### src/rtl/core/kat_pkg.sv
// ---------------------------------------------------------------------------
// kat_pkg
// Shared types and constants of the keyed association table: record
// layout, cell control word, operation and status codes.
// ---------------------------------------------------------------------------
package kat_pkg;

  localparam int unsigned ENTRIES = 16;
  localparam int unsigned KEY_W   = 32;
  localparam int unsigned FUNC_W  = 2;
  localparam int unsigned STAT_W  = 3;

  localparam logic [FUNC_W-1:0] FUNC_ADD     = 2'd0;
  localparam logic [FUNC_W-1:0] FUNC_LOOKUP  = 2'd1;
  localparam logic [FUNC_W-1:0] FUNC_LOOKUP2 = 2'd2;
  localparam logic [FUNC_W-1:0] FUNC_DELETE  = 2'd3;

  localparam logic [STAT_W-1:0] ST_OK       = 3'd0;
  localparam logic [STAT_W-1:0] ST_ZERO_KEY = 3'd1;
  localparam logic [STAT_W-1:0] ST_ZERO_OBJ = 3'd2;
  localparam logic [STAT_W-1:0] ST_ABSENT   = 3'd3;
  localparam logic [STAT_W-1:0] ST_FULL     = 3'd4;

  typedef struct packed {
    logic             valid;
    logic [KEY_W-1:0] key;
    logic [KEY_W-1:0] value;
    logic [KEY_W-1:0] watcher;
  } entry_t;

  typedef struct packed {
    logic             cmp_en;
    logic             cmp_wat;
    logic [KEY_W-1:0] cmp_key;
    logic             upd_add;
    logic             upd_del;
  } cell_ctrl_t;

endpackage

### src/rtl/core/keyed_association_table_unit.sv
// ---------------------------------------------------------------------------
// keyed_association_table_unit
// Associative table of records kept newest first in a row of cells, with
// add, lookup by primary key, lookup by secondary key and delete.
// ---------------------------------------------------------------------------
//  channel | handshake              | words
//  --------+------------------------+----------------------------------------
//  in      | in_valid_i/in_ready_o  | func, owner_key, object_value, watcher_key
//  out     | out_valid_o/out_ready_i| success, found_value, status
//
//  every cell compares its record at the accept edge; the update state then applies
//  the shift or gap close and loads the output register
//  a new word is taken while the previous result waits in the output register
//  the update stalls while that register is still full and not taken
//  reset clears the valid bits of all cells; no clearing pass
module keyed_association_table_unit
  import kat_pkg::*;
(
  input  logic              clk_i,
  input  logic              rst_ni,
  input  logic              in_valid_i,
  output logic              in_ready_o,
  input  logic [FUNC_W-1:0] func_i,
  input  logic [KEY_W-1:0]  owner_key_i,
  input  logic [KEY_W-1:0]  object_value_i,
  input  logic [KEY_W-1:0]  watcher_key_i,
  output logic              out_valid_o,
  input  logic              out_ready_i,
  output logic              success_o,
  output logic [KEY_W-1:0]  found_value_o,
  output logic [STAT_W-1:0] status_o
);

  localparam logic S_IDLE = 1'b0;
  localparam logic S_UPD  = 1'b1;

  logic              state_q, state_d;
  logic              out_valid_q, out_valid_d;
  logic [FUNC_W-1:0] func_q;
  logic [KEY_W-1:0]  okey_q, obj_q, wkey_q;
  logic              success_q, success_d;
  logic [KEY_W-1:0]  found_q, found_d;
  logic [STAT_W-1:0] status_q, status_d;

  logic              in_fire, upd_go, do_add, do_del;
  logic              any_hit, full;
  cell_ctrl_t        ctrl;
  entry_t            ent [ENTRIES];
  entry_t            new_ent, tail_ent;
  logic [ENTRIES:0]  pre;
  logic [KEY_W-1:0]  found [ENTRIES+1];
  logic [KEY_W-1:0]  lkey;

  assign in_ready_o = (state_q == S_IDLE);
  assign in_fire    = in_valid_i && in_ready_o;
  assign upd_go     = (state_q == S_UPD) && (!out_valid_q || out_ready_i);

  assign new_ent  = '{valid: 1'b1, key: okey_q, value: obj_q, watcher: wkey_q};
  assign tail_ent = '0;
  assign pre[0]   = 1'b0;
  assign found[0] = '0;
  assign any_hit  = pre[ENTRIES];
  assign full     = ent[ENTRIES-1].valid;
  assign lkey     = (func_q == FUNC_LOOKUP2) ? wkey_q : okey_q;

  always_comb begin
    do_add    = 1'b0;
    do_del    = 1'b0;
    success_d = 1'b0;
    found_d   = '0;
    status_d  = ST_OK;
    case (func_q)
      FUNC_ADD: begin
        if (okey_q == '0) begin
          status_d = ST_ZERO_KEY;
        end else if (obj_q == '0) begin
          status_d = ST_ZERO_OBJ;
        end else if (full && !any_hit) begin
          status_d = ST_FULL;
        end else begin
          success_d = 1'b1;
          do_add    = 1'b1;
        end
      end
      FUNC_LOOKUP, FUNC_LOOKUP2: begin
        if (lkey == '0) begin
          status_d = ST_ZERO_KEY;
        end else if (any_hit) begin
          success_d = 1'b1;
          found_d   = found[ENTRIES];
        end else begin
          status_d = ST_ABSENT;
        end
      end
      FUNC_DELETE: begin
        if (okey_q == '0) begin
          status_d = ST_ZERO_KEY;
        end else if (any_hit) begin
          success_d = 1'b1;
          do_del    = 1'b1;
        end else begin
          status_d = ST_ABSENT;
        end
      end
      default: begin
        status_d = ST_OK;
      end
    endcase
  end

  always_comb begin
    ctrl.cmp_en  = in_fire;
    ctrl.cmp_wat = (func_i == FUNC_LOOKUP2);
    ctrl.cmp_key = (func_i == FUNC_LOOKUP2) ? watcher_key_i : owner_key_i;
    ctrl.upd_add = upd_go && do_add;
    ctrl.upd_del = upd_go && do_del;
  end

  for (genvar i = 0; i < ENTRIES; i++) begin : g_cell
    kat_cell u_cell (
      .clk_i   (clk_i),
      .rst_ni  (rst_ni),
      .ctrl_i  (ctrl),
      .prev_i  ((i == 0) ? new_ent : ent[(i == 0) ? 0 : i-1]),
      .next_i  ((i == ENTRIES-1) ? tail_ent : ent[(i == ENTRIES-1) ? i : i+1]),
      .pre_i   (pre[i]),
      .pre_o   (pre[i+1]),
      .found_i (found[i]),
      .found_o (found[i+1]),
      .entry_o (ent[i])
    );
  end

  always_comb begin
    state_d     = state_q;
    out_valid_d = out_valid_q;
    if (out_valid_q && out_ready_i) begin
      out_valid_d = 1'b0;
    end
    case (state_q)
      S_IDLE: begin
        if (in_fire) begin
          state_d = S_UPD;
        end
      end
      S_UPD: begin
        if (upd_go) begin
          state_d     = S_IDLE;
          out_valid_d = 1'b1;
        end
      end
      default: begin
        state_d = S_IDLE;
      end
    endcase
  end

  always_ff @(posedge clk_i or negedge rst_ni) begin
    if (!rst_ni) begin
      state_q     <= S_IDLE;
      out_valid_q <= 1'b0;
    end else begin
      state_q     <= state_d;
      out_valid_q <= out_valid_d;
    end
  end

  always_ff @(posedge clk_i) begin
    if (in_fire) begin
      func_q <= func_i;
      okey_q <= owner_key_i;
      obj_q  <= object_value_i;
      wkey_q <= watcher_key_i;
    end
    if (upd_go) begin
      success_q <= success_d;
      found_q   <= found_d;
      status_q  <= status_d;
    end
  end

  assign out_valid_o   = out_valid_q;
  assign success_o     = success_q;
  assign found_value_o = found_q;
  assign status_o      = status_q;

endmodule

### src/rtl/core/kat_cell.sv
// ---------------------------------------------------------------------------
// kat_cell
// One slot of the table: holds a record, compares it against the search
// key and shifts towards the tail on insert or towards the head on delete.
// ---------------------------------------------------------------------------
module kat_cell
  import kat_pkg::*;
(
  input  logic             clk_i,
  input  logic             rst_ni,
  input  cell_ctrl_t       ctrl_i,
  input  entry_t           prev_i,
  input  entry_t           next_i,
  input  logic             pre_i,
  output logic             pre_o,
  input  logic [KEY_W-1:0] found_i,
  output logic [KEY_W-1:0] found_o,
  output entry_t           entry_o
);

  entry_t entry_q, entry_d;
  logic   hit_q, hit_d;

  always_comb begin
    entry_d = entry_q;
    if (ctrl_i.upd_add && !pre_i) begin
      entry_d = prev_i;
    end else if (ctrl_i.upd_del && (pre_i || hit_q)) begin
      entry_d = next_i;
    end
  end

  always_comb begin
    hit_d = hit_q;
    if (ctrl_i.cmp_en) begin
      hit_d = entry_q.valid &&
              ((ctrl_i.cmp_wat ? entry_q.watcher : entry_q.key) == ctrl_i.cmp_key);
    end
  end

  always_ff @(posedge clk_i or negedge rst_ni) begin
    if (!rst_ni) begin
      entry_q <= '0;
      hit_q   <= 1'b0;
    end else begin
      entry_q <= entry_d;
      hit_q   <= hit_d;
    end
  end

  // first hit in the chain drives the found value
  assign pre_o   = pre_i | hit_q;
  assign found_o = found_i | ((hit_q && !pre_i) ? entry_q.value : '0);
  assign entry_o = entry_q;

endmodule

### config.mk
export PLATFORM = sky130hd
export DESIGN_NAME = keyed_association_table_unit
export DESIGN_NICKNAME = d
export VERILOG_FILES = /design/src/rtl/core/kat_pkg.sv /design/src/rtl/core/keyed_association_table_unit.sv /design/src/rtl/core/kat_cell.sv
export SDC_FILE = /design/constraint.sdc
export NUM_CORES = 2
export LEC_CHECK = 0
export BUFFER_PORTS_ARGS = -buffer_cell sky130_fd_sc_hd__buf_2
export CORE_UTILIZATION = 55
export CTS_CLUSTER_SIZE = 25
export DETAILED_ROUTE_END_ITERATION = 6
export PLACE_DENSITY = 0.81
export SYNTH_ARGS = -nofsm -noshare
export SYNTH_HDL_FRONTEND = slang
export SYNTH_SLANG_ARGS = --single-unit
### constraint.sdc
create_clock -name clk_i -period 4.58 [get_ports clk_i]
set_clock_uncertainty 0.15 [all_clocks]
set_input_delay 0.229 -clock clk_i [delete_from_list [all_inputs] [get_ports clk_i]]
set_output_delay 0.229 -clock clk_i [all_outputs]
set_load 0.01 [all_outputs]
# Word level (Yosys, flattened, before mapping)

Index checks and enable logic that the tools add are counted.

Reduce and logical (&&, ||, !) cells: 123
Bitwise logic cells: 33
Equal/unequal tests: 20
Mux-type cells: 88

Operator list:

| operator             | number |
|---|---|
| $mux W97             | 32 |
| $mux W32             | 34 |
| $eq A32 B32 Y1       | 16 |
| $or A32 B32 Y32      | 15 |
| $logic_not A32 Y1    | 3 |
| $logic_and A1 B1 Y1  | 68 |
| $reduce_bool A2 Y1   | 16 |
| $logic_not A1 Y1     | 17 |
| $logic_or A1 B1 Y1   | 16 |
| $or A1 B1 Y1         | 15 |
| $mux W1              | 13 |
| $mux W3              | 4 |
| $pmux W3 S3          | 1 |
| $eq A2 B2 Y1 const B | 3 |
| $mux W2              | 2 |
| $not A1 Y1           | 3 |
| $pmux W1 S3          | 1 |
| $reduce_or A3 Y1     | 1 |
| $eq A2 B1 Y1 const B | 1 |
| $logic_not A2 Y1     | 1 |
| $pmux W1 S2          | 1 |
| $reduce_or A2 Y1     | 1 |

Logic and storage cells: 353
Register bits: 1704

# Depth between registers and ports, before layout

Word-level depth: 24
Mapped depth: 12
Depth with buffers taken out: 9

# Cells and area by module

A second synthesis with hierarchy kept.

Cells, all modules: 8930
Area total of the unflattened synthesis: 91959.4 um^2

By module, submodules not included:

| module                       | times used | cells each | area an instance (um^2) | sequential area each (um^2) |
|---|---|---|---|---|
| kat_cell                     | 16         | 541        | 5426.5                  | 2452.4 |
| keyed_association_table_unit | 1          | 274        | 5136.2                  | 4073.9 |

# Worst setup path before layout

OpenSTA, ideal clock, no wires.

Kind: register -> register
Start: register state_q
End: register g_cell[1].u_cell.hit_q
Slack: -0.239 ns
Data arrival time: 4.586 ns
Clock period less this slack: 4.819 ns
Stages on the path, launching flop included: 9
Data required time: 4.347 ns
Cells stage by stage: dfrtp_1 -> inv_1 -> nand2_1 -> clkinv_1 -> clkbuf_1 -> o2111ai_1 -> nor4_1 -> o2111ai_1 -> o21ai_0

Word-level cells in the longest chain between the ends: 2

RTL lines:

| item                   | RTL line                            | text |
|---|---|---|
| start, declared        | keyed_association_table_unit.sv:37  | `logic state_q, state_d;` |
| start signal, assigned | keyed_association_table_unit.sv:163 | `state_q <= state_d;` |
| $not A1 Y1             | n/a                                 |  |
| net in_ready_o         | keyed_association_table_unit.sv:22  | `output logic in_ready_o,` |
| $logic_and A1 B1 Y1    | keyed_association_table_unit.sv:55  | `assign in_fire = in_valid_i && in_ready_o;` |
| net in_fire            | keyed_association_table_unit.sv:45  | `logic in_fire, upd_go, do_add, do_del;` |
| end signal, assigned   | kat_cell.sv:47                      | `hit_q <= hit_d;` |
| end, declared          | kat_cell.sv:22                      | `logic hit_q, hit_d;` |

The timed path passes the listed nets, and every way through them passes these cells.
A chain may end at the register's enable or synchronous reset.

# Worst setup path in the final report

Start: register g_cell[0].u_cell.hit_q
End: register found_q[26] (netlist: found_value_o[26]) (data pin)

Word-level cells in the longest chain between the ends: 18
Elaborated cells on any way between the ends: 78
Those cells by class: mux: 16; bitwise: 31; reduce/logical: 31

RTL lines:

| item                                                   | RTL line                            | text |
|---|---|---|
| start, declared                                        | kat_cell.sv:22                      |  |
| start signal, assigned                                 | kat_cell.sv:47                      |  |
| $logic_not A1 Y1 or $or A1 B1 Y1 (tied branches)       | kat_cell.sv:53, kat_cell.sv:52      |  |
| $logic_and A1 B1 Y1 (tied with other cells)            | kat_cell.sv:53                      | `assign found_o = found_i \| ((hit_q && !pre_i) ? entry_q.value : '0);` |
| $mux W32 (tied with other cells)                       | kat_cell.sv:53                      |  |
| $or A32 B32 Y32 (tied with other cells) (13 in series) | kat_cell.sv:53                      |  |
| $or A32 B32 Y32 or $mux W32 (tied branches)            | kat_cell.sv:53                      |  |
| $or A32 B32 Y32                                        | kat_cell.sv:53                      |  |
| end signal, assigned                                   | keyed_association_table_unit.sv:177 | `found_q <= found_d;` |
| end, declared                                          | keyed_association_table_unit.sv:42  | `logic [KEY_W-1:0] found_q, found_d;` |

Several ways; a longest one is shown, not always the timed one.

==> reports/metrics.cfg <==
[die]
rows = 148
core_sq_um = 163000
die_h_microns = 408
start_util = 0.555
die_x_microns = 408
ios = 140
dieArea_sq_um = 167000

[logic_synthesis]
syn_area_per_cell_sq_um = 9.79
synth_seq_cells = 1704
yosysSeqAreaShare = 0.477
synth_ff_type = dfrtp_1
synthArstFlopShare = 0.921
syn_area_sq_um = 90700
ys_types = 80
ys_warn_count = 0
synth_edf_count = 134
synth_fp_nets = 9371
synthCells = 9266

[cells_and_area]
layoutNonFillerInstCount = 11700
syn_to_final_growth_pct = 14.1
layout_commonest_cell = dfrtp_1
final_layout_size_suffix_gt1_frac = 0.0955
fin_nets = 9501
final_cell_mix = dfrtp_1, mux2i_1, a21oi_1
fin_util = 0.634

[clock_tree]
cts_resized = 0
clk_pin_slew_ps = 70
cts_buffers = 185
cts_tree = yes
clk_latency_ps = 890
cts_max_level = 4
cts_root_buf = clkbuf_16
post_cts_buffers = 0
cts_sinks = 1704
clockBufferDepth = 3

[detailed_routing]
drtIter0Drc = 12500
drt_wl_total_microns = 411000
wl_met3_microns = 48400
ant_nets = 0
viasPerCell = 7.04
route.met2.wl_microns = 176000
wl_met1_microns = 147000
post_drt_wl_per_cell_microns = 35.0
drc_errors = 1
vias = 82700
highest_layer = met5
firstDrtPassIters = 7

[power]
irDropWorstVdd_mv = 0.477
p_leak_nw = 41.2
p_per_area_nw_per_um2 = 642

[sta]
drv_slew = 0
fin_ws_ps = 302
max-slew-margin-rel = 0.117
finalHoldViolations = 0
max_freq_mhz = 234
fin_crit_sh = 0.934
tns_ps = 0
hold-worst-slack_ps = 84.7
min_period_ps = 4280
rsz0062_at_grt = false
finalSetupViolations = 0
worst_pin_slew_ps = 1330

[global_routing]
antenna_found_initial = 19
grt_pass1_vias = 80900
grt-ovfl-total = 0
grt_max_degree = 195
grt_pass1_wl_microns = 585000
grt_usage = 0.486

[status]
status = complete, but fails checks
violations = design-rule violations

[worst_setup_path]
path_class = flop to flop
regToRegSetupSlack_ps = 300
crit_end = found_value_o[26]$_SDFFCE_PP0P_
worstSetupStartpointType = flop
arrival_ps = 4840
startpoint = g_cell[0].u_cell.hit_q$_DFFE_PN0P_
crit_path_max_fanout = 32
r2r_start = g_cell[0].u_cell.hit_q$_DFFE_PN0P_
crit_path_end_kind = flop
r2r_cells = 8
reg2reg_to = found_value_o[26]$_SDFFCE_PP0P_
cp.required_ps = 5140

[job]
max-cap-violations = 0

[place]
io_buffers = 139
dp_slack_ps = 536
gp_congestion = 1.07
dp_hpwl_microns = 299000
place_inst = 11200

[min_path]
min_path_type = input pin to flop
hold_depth = 2

## through the flow
stage,power [mW],area (sq um)
global placement,48.1,95500
floorplan,38.8,90700
CTS,65.1,103000
global route,68.3,103000
finish,66.4,103000
detailed placement,48.7,95500
## critical path, cell delays in order (launching register included)
cell      delay, ps
dfrtp_2         430
buf_4           240
or4_1           730
nor3_1          420
and2_1         1090
a221oi_1        430
nand3_1         380
a21oi_1          70
a31oi_1         150
## per-layer routing
metal / vias to the layer above / global-route usage
met5: - / 0
met4: 22 / 0.365
met3: 1595 / 0.142
met2: 5951 / 0.716
met1: 41400 / 0.604
li1: 33800 / -
## synthesized netlist by cell type (51+ instances only)
master / n / area, sq um
a21oi_1: 1478 / 7400
dfrtp_1: 1570 / 39300
o211ai_1: 52 / 390
inv_1: 156 / 586
o21ai_0: 165 / 826
o2bb2ai_1: 51 / 447
xnor2_1: 229 / 2010
nand4_1: 55 / 344
nand3_1: 79 / 395
a31oi_1: 58 / 363
a22o_1: 164 / 1440
edfxtp_1: 134 / 4020
buf_2: 168 / 841
nand2_1: 307 / 1150
mux2i_1: 1534 / 15400
nor2_1: 1432 / 5380
clkbuf_1: 421 / 1580
o22ai_1: 141 / 882
xor2_1: 199 / 1740
buf_1: 126 / 473
a221oi_1: 112 / 981
a22oi_1: 91 / 683
nor4_1: 90 / 563
## flip-flops by register name, summed over array words and instances (netlist names)
| signal | flops |
|---|---|
| found_value_o | 32 |
| out_valid_o | 1 |
| state_q | 1 |
| g_cell.u_cell.hit_q | 16 |
| obj_q | 32 |
| func_q | 2 |
| okey_q | 32 |
| g_cell.u_cell.entry_o | 1552 |
| wkey_q | 32 |
| success_o | 1 |
| status_o | 3 |
## report_power, final
group          internal, mW  total [mW]  switching (mW)
Combinational          7.53        16.3            8.73
Sequential             21.7        33.7            12.0
Clock                  9.59        16.4            6.82
## what timing repair did
action	4_1_cts	5_1_grt
hold buffers	135	0
endpoints found under the hold margin	494	0
endpoints found under the setup margin	0	0
## worst min-delay path by stage
stage,end,slack (ps),start
after floorplan,g_cell[0].u_cell.entry_o[0]$_DFFE_PN0P_,-220,rst_ni
after global placement,g_cell[1].u_cell.entry_o[55]$_DFFE_PN0P_,190,rst_ni
after detailed placement,g_cell[1].u_cell.entry_o[55]$_DFFE_PN0P_,200,rst_ni
after CTS,okey_q[8]$_DFFE_PP_,20,owner_key_i[8]
after global routing,okey_q[8]$_DFFE_PP_,50,owner_key_i[8]
final,wkey_q[23]$_DFFE_PP_,80,watcher_key_i[23]
## layout make-up
cell class,instances,area (sq um)
multi-input cells,6659,44100
well taps,2175,2720
diodes,5,12.5
clock buffers,264,5420
fillers,13400,59800
flip-flops and latches,1704,43300
repair buffers,669,6010
clock inverters,83,1220
inverters,177,667
## cell families after synthesis
kind of cell / count (synthesis) / share of synthesized area
AO/OA/AOI/OAI: 2576 / 0.173
AND/OR/NAND/NOR: 2104 / 0.0964
flip-flops: 1704 / 0.477
multiplexers: 1548 / 0.171
buffers and inverters: 903 / 0.0401
XOR/XNOR: 428 / 0.0413
adder cells (fa/ha/maj): 3 / 0.000414
No activity file was read; power rests on OpenSTA's default activity.
